===== config.mk =====
export PLATFORM = sky130hd
export DESIGN_NAME = ordered_array_list_engine_top_flat
export DESIGN_NICKNAME = d
export VERILOG_FILES = /design/src/design/oale_pkg.sv /design/src/design/oale_if.sv /design/src/design/ordered_array_list_engine_top.sv /design/src/design/oale_ram.sv /design/src/flat_wrapper.sv
export VERILOG_INCLUDE_DIRS = /design/src /design/src/design
export SDC_FILE = /design/constraint.sdc
export NUM_CORES = 2
export LEC_CHECK = 0
export BUFFER_PORTS_ARGS = -buffer_cell sky130_fd_sc_hd__buf_2
export CORE_MARGIN = 1.5
export CORE_UTILIZATION = 49
export CTS_BUF_LIST = sky130_fd_sc_hd__clkbuf_4 sky130_fd_sc_hd__clkbuf_8 sky130_fd_sc_hd__clkbuf_16
export CTS_CLUSTER_DIAMETER = 150
export DETAILED_ROUTE_END_ITERATION = 10
export HOLD_SLACK_MARGIN = 0.15
export PLACE_DENSITY = 0.69
export SYNTH_ARGS = -nofsm -noshare
export SYNTH_HDL_FRONTEND = slang
export SYNTH_HIERARCHICAL = 1
export SYNTH_SLANG_ARGS = --single-unit

===== constraint.sdc =====
create_clock -name clk -period 10.8 [get_ports clk]
set_input_delay 0.54 -clock clk [delete_from_list [all_inputs] [get_ports clk]]
set_output_delay 0.54 -clock clk [all_outputs]
set_load 0.005 [all_outputs]

===== src/design/ordered_array_list_engine_top_defines.svh =====
// Assertion macros shared by the ordered array list engine RTL.
// Included by files that carry concurrent checks; depends on nothing else.
`ifndef ORDERED_ARRAY_LIST_ENGINE_TOP_DEFINES_SVH
`define ORDERED_ARRAY_LIST_ENGINE_TOP_DEFINES_SVH

// Same-cycle implication, disabled during reset
`define OALE_ASSERT_NOW(label, clk, rst, ante, cons, msg) \
  label: assert property (@(posedge clk) disable iff (rst) (ante) |-> (cons)) else $error(msg);

// Next-cycle implication, disabled during reset
`define OALE_ASSERT_NEXT(label, clk, rst, ante, cons, msg) \
  label: assert property (@(posedge clk) disable iff (rst) (ante) |=> (cons)) else $error(msg);

`endif


===== src/design/oale_pkg.sv =====
// Package for the ordered array list engine: field widths, payload types,
// action and status codes. Depends on nothing.
package oale_pkg;

  localparam int ACTION_W = 3;
  localparam int POS_W    = 8;
  localparam int VALUE_W  = 32;
  localparam int STATUS_W = 2;
  localparam int FPOS_W   = 7;
  localparam int FILL_W   = 8;

  typedef logic [ACTION_W-1:0]       action_t;
  typedef logic [POS_W-1:0]          pos_t;
  typedef logic signed [VALUE_W-1:0] value_t;
  typedef logic [STATUS_W-1:0]       status_t;
  typedef logic [FPOS_W-1:0]         fpos_t;
  typedef logic [FILL_W-1:0]         fill_t;

  // Request actions
  localparam action_t ACT_INSERT_AT = 3'd0;
  localparam action_t ACT_DELETE_AT = 3'd1;
  localparam action_t ACT_DELETE_VAL = 3'd2;
  localparam action_t ACT_READ_AT   = 3'd3;
  localparam action_t ACT_FIND_VAL  = 3'd4;

  // Result status
  localparam status_t STAT_OK        = 2'd0;
  localparam status_t STAT_FULL      = 2'd1;
  localparam status_t STAT_BAD_POS   = 2'd2;
  localparam status_t STAT_NOT_FOUND = 2'd3;

endpackage


===== src/design/oale_if.sv =====
// Valid/ready channel interfaces for the ordered array list engine:
// request channel and result channel. Depends on oale_pkg.
interface oale_req_if;
  import oale_pkg::*;

  logic    valid;
  logic    ready;
  action_t action;
  pos_t    position;
  value_t  value;

  modport source (output valid, output action, output position, output value, input ready);
  modport sink   (input valid, input action, input position, input value, output ready);
endinterface

interface oale_rsp_if;
  import oale_pkg::*;

  logic    valid;
  logic    ready;
  status_t status;
  fpos_t   found_position;
  value_t  read_value;
  fill_t   fill_count;

  modport source (output valid, output status, output found_position,
                  output read_value, output fill_count, input ready);
  modport sink   (input valid, input status, input found_position,
                  input read_value, input fill_count, output ready);
endinterface


===== src/design/ordered_array_list_engine_top.sv =====
// Ordered array list engine: list of signed values in one RAM plus a fill count.
// Flow: a reject goes straight to the finish step; a read passes the read step; insert
// moves entries from the tail down to the position one place up; delete at moves later
// entries one place down; delete value and find walk the whole list, one entry per
// cycle. One request at a time, the next taken only once the result has loaded.
// Sync reset clears count and control, not the RAM. Needs oale_pkg, oale_if, oale_ram.
`include "ordered_array_list_engine_top_defines.svh"

module ordered_array_list_engine_top #(
  parameter int DEPTH = 128
) (
  input logic clk,
  input logic rst,
  oale_req_if.sink   req,
  oale_rsp_if.source rsp
);
  import oale_pkg::*;

  localparam int AW   = $clog2(DEPTH);
  localparam int CW   = $clog2(DEPTH + 1);
  localparam int CMPW = (CW > POS_W) ? CW : POS_W;

  // Controller states
  localparam logic [2:0] S_IDLE = 3'd0;
  localparam logic [2:0] S_WALK = 3'd1;
  localparam logic [2:0] S_UP   = 3'd2;
  localparam logic [2:0] S_RD   = 3'd3;
  localparam logic [2:0] S_FIN  = 3'd4;

  logic [2:0]    state;
  logic [CW-1:0] count;
  logic [CW-1:0] ptr;
  logic [CW-1:0] pend_idx;
  logic          pend;
  logic          found;
  logic [AW-1:0] hit;
  action_t       op;
  logic [CW-1:0] pos_q;
  logic [VALUE_W-1:0] val_q;

  status_t       res_status;
  fpos_t         res_fpos;
  logic [VALUE_W-1:0] res_rval;

  logic          out_valid;
  status_t       out_status;
  fpos_t         out_fpos;
  logic [VALUE_W-1:0] out_rval;
  fill_t         out_fill;

  logic               ram_we;
  logic [AW-1:0]      ram_waddr;
  logic [VALUE_W-1:0] ram_wdata;
  logic [AW-1:0]      ram_raddr;
  logic [VALUE_W-1:0] ram_rdata;

  logic [CMPW-1:0] pos_ext;
  logic [CMPW-1:0] cnt_ext;
  logic [CW-1:0]   ptr_dec;
  logic [CW-1:0]   pend_dec;

  assign pos_ext  = CMPW'(req.position);
  assign cnt_ext  = CMPW'(count);
  assign ptr_dec  = ptr - CW'(1);
  assign pend_dec = pend_idx - CW'(1);

  oale_ram #(
    .WIDTH (VALUE_W),
    .DEPTH (DEPTH)
  ) u_ram (
    .clk   (clk),
    .we    (ram_we),
    .waddr (ram_waddr),
    .wdata (ram_wdata),
    .raddr (ram_raddr),
    .rdata (ram_rdata)
  );

  // Steer RAM read and write ports by state
  always_comb begin
    ram_raddr = pos_ext[AW-1:0];
    ram_we    = 1'b0;
    ram_waddr = pend_idx[AW-1:0];
    ram_wdata = ram_rdata;
    case (state)
      S_WALK: begin
        ram_raddr = ptr[AW-1:0];
        ram_waddr = pend_dec[AW-1:0];
        ram_we    = pend && found && (op != ACT_FIND_VAL);
      end
      S_UP: begin
        ram_raddr = ptr_dec[AW-1:0];
        if (pend) begin
          ram_we = 1'b1;
        end else if (ptr == pos_q) begin
          ram_we    = 1'b1;
          ram_waddr = pos_q[AW-1:0];
          ram_wdata = val_q;
        end
      end
      default: begin
        ram_we = 1'b0;
      end
    endcase
  end

  // Sequencer: decode request, walk the list, hold the result
  always_ff @(posedge clk) begin
    if (rst) begin
      state     <= S_IDLE;
      count     <= '0;
      pend      <= 1'b0;
      out_valid <= 1'b0;
    end else begin
      // Drop the result once taken, unless the finish step reloads it
      if (rsp.valid && rsp.ready && (state != S_FIN)) begin
        out_valid <= 1'b0;
      end
      case (state)
        S_IDLE: begin
          if (req.valid) begin
            op         <= req.action;
            val_q      <= req.value;
            pos_q      <= CW'(pos_ext);
            res_fpos   <= '0;
            res_rval   <= '0;
            pend       <= 1'b0;
            case (req.action)
              ACT_INSERT_AT: begin
                if (count == CW'(DEPTH)) begin
                  res_status <= STAT_FULL;
                  state      <= S_FIN;
                end else if (pos_ext > cnt_ext) begin
                  res_status <= STAT_BAD_POS;
                  state      <= S_FIN;
                end else begin
                  res_status <= STAT_OK;
                  ptr        <= count;
                  state      <= S_UP;
                end
              end
              ACT_DELETE_AT: begin
                if (pos_ext >= cnt_ext) begin
                  res_status <= STAT_BAD_POS;
                  state      <= S_FIN;
                end else begin
                  res_status <= STAT_OK;
                  found      <= 1'b1;
                  hit        <= pos_ext[AW-1:0];
                  ptr        <= CW'(pos_ext) + CW'(1);
                  state      <= S_WALK;
                end
              end
              ACT_DELETE_VAL, ACT_FIND_VAL: begin
                res_status <= STAT_OK;
                found      <= 1'b0;
                ptr        <= '0;
                state      <= S_WALK;
              end
              ACT_READ_AT: begin
                if (pos_ext >= cnt_ext) begin
                  res_status <= STAT_BAD_POS;
                  state      <= S_FIN;
                end else begin
                  res_status <= STAT_OK;
                  state      <= S_RD;
                end
              end
              default: begin
                res_status <= STAT_BAD_POS;
                state      <= S_FIN;
              end
            endcase
          end
        end
        S_WALK: begin
          // Issue ascending reads; compare or shift down in the next cycle
          if (ptr < count) begin
            pend     <= 1'b1;
            pend_idx <= ptr;
            ptr      <= ptr + CW'(1);
          end else begin
            pend <= 1'b0;
          end
          if (pend && !found && (ram_rdata == val_q)) begin
            found <= 1'b1;
            hit   <= pend_idx[AW-1:0];
          end
          if (!pend && (ptr >= count)) begin
            state <= S_FIN;
            if (found) begin
              res_fpos <= FPOS_W'(hit);
              if (op != ACT_FIND_VAL) begin
                count <= count - CW'(1);
              end
            end else begin
              res_status <= STAT_NOT_FOUND;
            end
          end
        end
        S_UP: begin
          // Issue descending reads; write each entry one place up
          if (ptr > pos_q) begin
            pend     <= 1'b1;
            pend_idx <= ptr;
            ptr      <= ptr_dec;
          end else begin
            pend <= 1'b0;
          end
          if (!pend && (ptr == pos_q)) begin
            count <= count + CW'(1);
            state <= S_FIN;
          end
        end
        S_RD: begin
          res_rval <= ram_rdata;
          state    <= S_FIN;
        end
        S_FIN: begin
          // Load the output register once it is free
          if (!out_valid || rsp.ready) begin
            out_valid  <= 1'b1;
            out_status <= res_status;
            out_fpos   <= res_fpos;
            out_rval   <= res_rval;
            out_fill   <= FILL_W'(count);
            state      <= S_IDLE;
          end
        end
        default: begin
          state <= S_IDLE;
        end
      endcase
    end
  end

  assign req.ready          = (state == S_IDLE);
  assign rsp.valid          = out_valid;
  assign rsp.status         = out_status;
  assign rsp.found_position = out_fpos;
  assign rsp.read_value     = out_rval;
  assign rsp.fill_count     = out_fill;

  // Checks
  `OALE_ASSERT_NOW(a_count_range, clk, rst, 1'b1, count <= CW'(DEPTH), "count above capacity")
  `OALE_ASSERT_NOW(a_no_idle_write, clk, rst, state == S_IDLE, !ram_we, "RAM write while idle")
  `OALE_ASSERT_NEXT(a_accept_busy, clk, rst, req.valid && req.ready, state != S_IDLE, "stuck idle")
  `OALE_ASSERT_NOW(a_result_from_fin, clk, rst, $rose(out_valid), $past(state) == S_FIN, "early result")
  `OALE_ASSERT_NOW(a_pend_in_walk, clk, rst, pend, state == S_WALK || state == S_UP, "stray read")

endmodule


===== src/design/oale_ram.sv =====
// Generic single-port-write, single-port-read RAM with registered read data.
// Depends on nothing.
module oale_ram #(
  parameter int WIDTH = 32,
  parameter int DEPTH = 128
) (
  input  logic                     clk,
  input  logic                     we,
  input  logic [$clog2(DEPTH)-1:0] waddr,
  input  logic [WIDTH-1:0]         wdata,
  input  logic [$clog2(DEPTH)-1:0] raddr,
  output logic [WIDTH-1:0]         rdata
);

  logic [WIDTH-1:0] mem [DEPTH];

  // Write port and registered read port
  always_ff @(posedge clk) begin
    if (we) begin
      mem[waddr] <= wdata;
    end
    rdata <= mem[raddr];
  end

endmodule

===== src/flat_wrapper.sv =====
// flat-port wrapper written by rule: the top's interface ports become plain ports
module ordered_array_list_engine_top_flat import oale_pkg::*;
#(
  parameter int DEPTH = 128
)
  (clk, rst, req_valid, req_action, req_position, req_value, req_ready, rsp_valid, rsp_status, rsp_found_position, rsp_read_value, rsp_fill_count, rsp_ready);
  oale_req_if req_i ();
  oale_rsp_if rsp_i ();
  input logic clk;
  input logic rst;
  input wire logic [$bits(req_i.valid)-1:0] req_valid;
  input wire logic [$bits(req_i.action)-1:0] req_action;
  input wire logic [$bits(req_i.position)-1:0] req_position;
  input wire logic [$bits(req_i.value)-1:0] req_value;
  output wire logic [$bits(req_i.ready)-1:0] req_ready;
  output wire logic [$bits(rsp_i.valid)-1:0] rsp_valid;
  output wire logic [$bits(rsp_i.status)-1:0] rsp_status;
  output wire logic [$bits(rsp_i.found_position)-1:0] rsp_found_position;
  output wire logic [$bits(rsp_i.read_value)-1:0] rsp_read_value;
  output wire logic [$bits(rsp_i.fill_count)-1:0] rsp_fill_count;
  input wire logic [$bits(rsp_i.ready)-1:0] rsp_ready;
  assign req_i.valid = req_valid;
  assign req_i.action = req_action;
  assign req_i.position = req_position;
  assign req_i.value = req_value;
  assign req_ready = req_i.ready;
  assign rsp_valid = rsp_i.valid;
  assign rsp_status = rsp_i.status;
  assign rsp_found_position = rsp_i.found_position;
  assign rsp_read_value = rsp_i.read_value;
  assign rsp_fill_count = rsp_i.fill_count;
  assign rsp_i.ready = rsp_ready;
  ordered_array_list_engine_top #(.DEPTH(DEPTH)) u_core (.clk(clk), .rst(rst), .req(req_i), .rsp(rsp_i));
endmodule

Word level (Yosys, flattened, before mapping). Memory sizes are Yosys's and may differ from the RTL's. A register that Yosys moved wholly into a read port is not among the register bits. Index checks and enable logic that the tools add are counted.

Flip-flop bits (word level): 169. Memory bits (writable): 4096. Input bits: 47. Output and inout port bits: 51. Word-level logic and storage cells: 162. Memories: 1.

Add/sub/neg operators: 6. Order comparisons: 5. Eq/ne operators: 30. Multiplexer cells: 69. Bitwise operators: 1. Reduce and logical (&&, ||, !) cells: 32.

Memory list: u_core.u_ram.mem (depth 128, bits a word 32, read ports 1, clocked after Yosys merged registers in 1, wr ports 1, RTL line oale_ram.sv:15) `logic [WIDTH-1:0] mem [DEPTH];`.

Operators with widths (number): $mux W32 (4); $mux W8 (10); $mux W7 (11); $pmux W7 S2 (5); $pmux W32 S2 (1); $pmux W8 S3 (2); $eq A32 B32 Y1 (1); $add A8 B1 Y8 const B (3); $mux W3 (8); $ne A2 B1 Y1 const B (9); $ge A8 B8 Y1 (2); $gt A8 B8 Y1 (2); $pmux W8 S2 (1); $sub A8 B1 Y8 const B (2); $ne A3 B3 Y1 const B (5); $pmux W3 S5 (1); $reduce_and A5 Y1 (3); $mux W1 (13); $eq A3 B2 Y1 const B (4); $mux W2 (6); $pmux W3 S4 (1); $reduce_and A6 Y1 (2); $reduce_and A3 Y1 (3); $reduce_and A9 Y1 (1); 23 further kinds (43).

Logic depth before layout (Yosys ltp).
Depth in word-level cells: 6. Gate-level depth with buffers: 15. Depth with buffers taken out: 10.

Hierarchy. Netlist, hierarchy kept.

Modules (own cells, without submodules): oale_ram (times used 1, cells an instance 5990, area an instance 156276.1 µm², seq. area each 123638.6 µm²); ordered_array_list_engine_top (times used 1, cells an instance 710, area an instance 8564.5 µm², seq. area each 4944.7 µm²).

Worst setup path before layout. No wires, ideal clock.

Kind: reg-to-reg. Start: register u_core.ptr[6]. End: memory u_core.u_ram.mem[98][0] (enable). Setup time: 0.461 ns. Arrival: 4.819 ns. Data required time: 10.339 ns. Setup slack: 5.520 ns. Stages on the path, launching flop included: 10. Buffers on the path: 0. Clock period less this slack: 5.280 ns. Cells stage by stage: edfxtp_1 ha_1 nand4_1 o31a_1 nor3_1 o21ai_0 a221o_1 nor2_1 nand4_1 nor3_1.

Elaborated cells between the ends (all ways): 9. Those cells by class: eq/ne: 1; mux: 8.

RTL lines: from (decl) (RTL line ordered_array_list_engine_top.sv:32) `logic [CW-1:0] ptr;`; from (signal assigned) (RTL line ordered_array_list_engine_top.sv:138) `ptr <= count;`; from (signal assigned) (RTL line ordered_array_list_engine_top.sv:150) `ptr <= CW'(pos_ext) + CW'(1);`; from (signal assigned) (RTL line ordered_array_list_engine_top.sv:181) `ptr <= ptr + CW'(1);`; $eq A8 B8 Y1 (RTL line ordered_array_list_engine_top.sv:95) `end else if (ptr == pos_q) begin`; $mux W7 (RTL line ordered_array_list_engine_top.sv:95); $mux W7 (RTL line ordered_array_list_engine_top.sv:93) `if (pend) begin`; $pmux W7 S2 (RTL line ordered_array_list_engine_top.sv:85) `case (state)`; named net u_core.ram_waddr[3] (RTL line ordered_array_list_engine_top.sv:52) `logic [AW-1:0] ram_waddr;`; to (decl) (RTL line oale_ram.sv:15).

The timed path passes the listed nets, and every way through them passes these cells.

Worst setup path in the final report.
Start: register u_core.state[0]. End: memory u_core.u_ram.mem[55][30] (enable).

Elaborated cells between the ends (all ways): 6. Those cells by class: eq/ne: 2; mux: 4.

RTL lines: from (decl) (RTL line ordered_array_list_engine_top.sv:30) `logic [2:0] state;`; from (signal assigned) (RTL line ordered_array_list_engine_top.sv:110) `state <= S_IDLE;`; from (signal assigned) (RTL line ordered_array_list_engine_top.sv:132) `state <= S_FIN;`; from (signal assigned) (RTL line ordered_array_list_engine_top.sv:135) `state <= S_FIN;`; $eq A3 B2 Y1 / $eq A3 B1 Y1 (equally long branches) (RTL line ordered_array_list_engine_top.sv:85); $pmux W7 S2 (*) (RTL line ordered_array_list_engine_top.sv:85); named net u_core.ram_waddr[1] (RTL line ordered_array_list_engine_top.sv:52).

The timed path passes the listed nets; every way through them passes the cells marked *.

==> run_results.csv <==
group,metric,value,unit
timing,worst_clock_skew,0.05444,ns
timing,grt_setup_unrepaired,"false",
routing,detail_route.first_pass.iterations,6,
timing,worst_slew_margin_rel,-5.980,%
layout,postLayoutCellArea,186400,um2
clocking,cts-hold-fix-buffers,48,
synthesis,syn_inst,6700,
timing,finalHoldViolations,0,
synthesis,postSynth.asyncResetShare,0,%
floorplan,placementRows,212,
critical_path,cp_data_required_time,11.35,ns
critical_path,worst-path-max-fanout,59,
pwr,share_clk_of_total_power,33.5,%
timing,slew_violations,85,
clocking,htree_num_levels,5,
layout,layout.filler_cells,23660,
synthesis,synth_nets,6782,
place,placedInstanceArea,172400,um2
clocking,clock_latency_late_sink,0.97,ns
routing,route.detailed.wl_per_inst,35.34,um
synthesis,post_synthesis_cell_type_count,61,
pwr,p_sw_share,27.03,%
layout,layout.area.seq,128600,um2
global_route,global_route_wire_length_before_repair,590000,um
routing,first_iter_violations,12000,
routing,via_count,77520,
clocking,clock_tree.buffer_depth,4,
floorplan,die-height,583.0,um
clocking,post_cts_gate_resize_count,0,
global_route,pin_count_of_the_biggest_net_entering_global_routing,168,
synthesis,synth.cell_area,164800,um2
critical_path,arrival,7.65,ns
place,port-buffer-count,97,
place,gp_routability_congestion,0.8849,
layout,num-nets-final,7205,
global_route,grt_usage,24.71,%
synthesis,synth.avg_cell_area,24.60,um2
critical_path,endpoint_kind,"register",
pwr,p_sw,11610,uW
floorplan,core-area,334200,um2
global_route,grt_pass1_vias,77100,
routing,final_antenna_net_count,0,
min_path,holdCritPathClass,"in -> reg",
synthesis,synth.yosys.seq_area_share,78.00,%
run_status,status,"finished, violations left",
clocking,cts_tree,"yes",
layout,multi_input_area,35890,um2
timing,fmax,0.1408,GHz
clocking,cts-buffers-inserted,412,
pwr,power.sequential.fraction,49.2,%
layout,layout-area-overhead-vs-synth,13.11,%
pwr,static-leakage-power,0.05744,uW
routing,detail_route.drc_violations,0,
floorplan,die_area,339900,um2
pwr,ir_worst_vdd,152.2,uV
critical_path,critical_path_class,"reg -> reg",
synthesis,count_of_state_elements_after_synthesis,4297,
clocking,clkSlewWorstSetupHoldPaths,0.06,ns
global_route,initial_antenna_violation_count,51,
synthesis,synth_edf_count,4252,
timing,worst-slew-pin-transition,1.590,ns
clocking,cts_root_buffer,"sky130_fd_sc_hd__clkbuf_16",
place,detailed_place_hpwl,233500,um
floorplan,initial_utilization,49.32,%
floorplan,die_w,583.0,um
pwr,p_total,42960,uW
timing,min_period_over_period,65.77,%
timing,period_needed,7.104,ns
flow_run,cap_viol_max_count,0,
routing,routed_wl,420000,um
clocking,post_cts.repair.setup_buffers,0,
timing,finalSetupViolations,0,
floorplan,design.portCount,98,
layout,layout-drive-gt1-share,34.13,%
synthesis,synth_flop_cell,"sky130_fd_sc_hd__edfxtp_1",
synthesis,ys.warnings.count,6,
clocking,clkSinkCount,4297,
timing,hold_ws,0.3045,ns
critical_path,cp_launch_type,"register",
timing,fin_setup_tns,0,ns
routing,vias_per_instance,6.523,
global_route,overflow,0,
pwr,pwr-share-comb,17.3,%
pwr,power_density,230.4,nW/um2
pwr,p_int,31350,uW
run_status,violations,"slew limit",
layout,layout_utilization,55.79,%
## placed cells by master (no fill, tap or decap), types with 12 or more instances in the layout
cell type | netlist | final
sky130_fd_sc_hd__edfxtp_1 | 4252 | 4252
sky130_fd_sc_hd__mux4_2 | 1344 | 1344
sky130_fd_sc_hd__clkbuf_16 | 0 | 418
sky130_fd_sc_hd__buf_4 | 5 | 198
sky130_fd_sc_hd__nor2_4 | 1 | 123
sky130_fd_sc_hd__buf_2 | 83 | 97
sky130_fd_sc_hd__clkinv_1 | 1 | 91
sky130_fd_sc_hd__clkbuf_4 | 0 | 85
sky130_fd_sc_hd__clkinv_2 | 0 | 72
sky130_fd_sc_hd__nand2_1 | 71 | 68
sky130_fd_sc_hd__dlygate4sd3_1 | 0 | 48
sky130_fd_sc_hd__dfxtp_1 | 45 | 44
sky130_fd_sc_hd__and3_1 | 42 | 42
sky130_fd_sc_hd__bufinv_16 | 0 | 37
sky130_fd_sc_hd__nor2_1 | 159 | 37
sky130_fd_sc_hd__ha_1 | 34 | 34
sky130_fd_sc_hd__a21oi_1 | 38 | 32
sky130_fd_sc_hd__mux2_2 | 61 | 32
sky130_fd_sc_hd__diode_2 | 0 | 31
sky130_fd_sc_hd__mux2_4 | 0 | 31
sky130_fd_sc_hd__o21ai_0 | 32 | 30
sky130_fd_sc_hd__xor2_1 | 29 | 29
sky130_fd_sc_hd__inv_1 | 27 | 27
sky130_fd_sc_hd__xnor2_1 | 26 | 26
sky130_fd_sc_hd__nand3_1 | 27 | 23
sky130_fd_sc_hd__clkinvlp_4 | 0 | 16
sky130_fd_sc_hd__buf_12 | 0 | 16
sky130_fd_sc_hd__o22ai_1 | 14 | 14
sky130_fd_sc_hd__a22oi_1 | 12 | 12
sky130_fd_sc_hd__nor2b_1 | 12 | 12
## sequential cells by signal, summed over array words and instances, names as in the netlist, 8 cells and up
| signal | flops |
|---|---|
| u_core/res_rval | 32 |
| u_core/rsp.read_value | 32 |
| u_core/ptr | 8 |
| u_core/u_ram/rdata | 32 |
| u_core/val_q | 32 |
| u_core/rsp.fill_count | 8 |
| u_core/pos_q | 8 |
| u_core/cnt_ext | 8 |
| u_core/u_ram/mem | 4096 |
## cell families after synthesis
group / count (synthesis) / synth area share (%)
simple gates: 371 / 1.044
xor+xnor: 55 / 0.2922
flops: 4297 / 78.00
buf+inv: 379 / 0.9602
mux: 1413 / 18.83
fa+ha+maj: 35 / 0.2702
compound gates: 150 / 0.5989
## cells in the mapped netlist (all sizes together) (4+ instances only)
cell	number	area share, %
nor3	16	0.049
inv	28	0.064
nor2	161	0.37
and3	42	0.16
buf	144	0.43
clkbuf	206	0.47
nand2b	7	0.027
xnor2	26	0.14
or3	7	0.030
xor2	29	0.15
o211ai	6	0.027
nor4	11	0.042
nand2	71	0.16
o22ai	14	0.053
edfxtp	4252	77
mux2	64	0.44
ha	34	0.26
mux2i	5	0.030
nand3	27	0.082
nand4	9	0.034
o21bai	4	0.018
mux4	1344	18
o21ai	33	0.10
a22oi	12	0.055
a21o	6	0.027
nor2b	12	0.046
a221oi	7	0.037
dfxtp	45	0.55
a21oi	38	0.12
## area by class of cell
| class | count | area share (%) |
|---|---|---|
| Sequential cell | 4297 | 68.97 |
| Multi-Input combinational cell | 2024 | 19.25 |
| Clock buffer | 509 | 5.997 |
| Tap cell | 4387 | 2.944 |
| Timing Repair Buffer | 359 | 1.487 |
| Clock inverter | 248 | 1.256 |
| Inverter | 29 | 0.05838 |
| Antenna cell | 31 | 0.04161 |
## final timing paths
kind                                                  startpoint                                  to  slack [ns]  cells after the start
worst max register to register      u_core/state[0]$_SDFFE_PP0P_  u_core/u_ram/mem[55][30]$_DFFE_PP_        3.70                     11
worst min-delay path                               req_value[17]          u_core/val_q[17]$_DFFE_PP_        0.30                      2
worst min register to register  u_core/res_rval[9]$_SDFFCE_PN0P_  u_core/rsp.read_value[9]$_DFFE_PP_        0.42                      0
worst max-delay path                u_core/state[0]$_SDFFE_PP0P_  u_core/u_ram/mem[55][30]$_DFFE_PP_        3.70                     11
## per-layer routing
layer	wire, um	vias up	GRT usage, %
met5	108	-	0
met3	49590	712	5.418
met1	158500	41960	35.46
met4	15100	16	8.285
li1	-	29930	-
met2	196700	4903	38.04
## worst max-delay path, stage by stage (launching register included)
cell and delay [ns]:
sky130_fd_sc_hd__dfxtp_2 0.31, sky130_fd_sc_hd__buf_4 0.35, sky130_fd_sc_hd__nor3b_4 0.55, sky130_fd_sc_hd__inv_2 0.29, sky130_fd_sc_hd__or3_4 0.49, sky130_fd_sc_hd__nor2_4 0.75, sky130_fd_sc_hd__buf_4 0.56, sky130_fd_sc_hd__a22oi_1 0.17
sky130_fd_sc_hd__o21ai_1 0.59, sky130_fd_sc_hd__nand4_1 1.03, sky130_fd_sc_hd__buf_4 0.57, sky130_fd_sc_hd__nor2_4 0.94
## stage by stage
step | instances | setup slack (ns)
2_1_floorplan | 6700 | 5.520
3_3_place_gp | 11050 | 4.095
3_5_place_dp | 11050 | 3.934
4_1_cts | 11850 | 3.890
5_1_grt | 11870 | 3.557
6_report | 11880 | 3.696
## power by group through the flow
stage	clock network, uW	logic, uW	registers [uW]
after floorplan	0	4080	21400
after CTS	14500	7400	21100
after detailed placement	0	7380	21500
after global routing	15200	7750	21100
after global placement	0	7120	21400
final	14400	7440	21100
No activity file was read; power rests on OpenSTA's default activity.
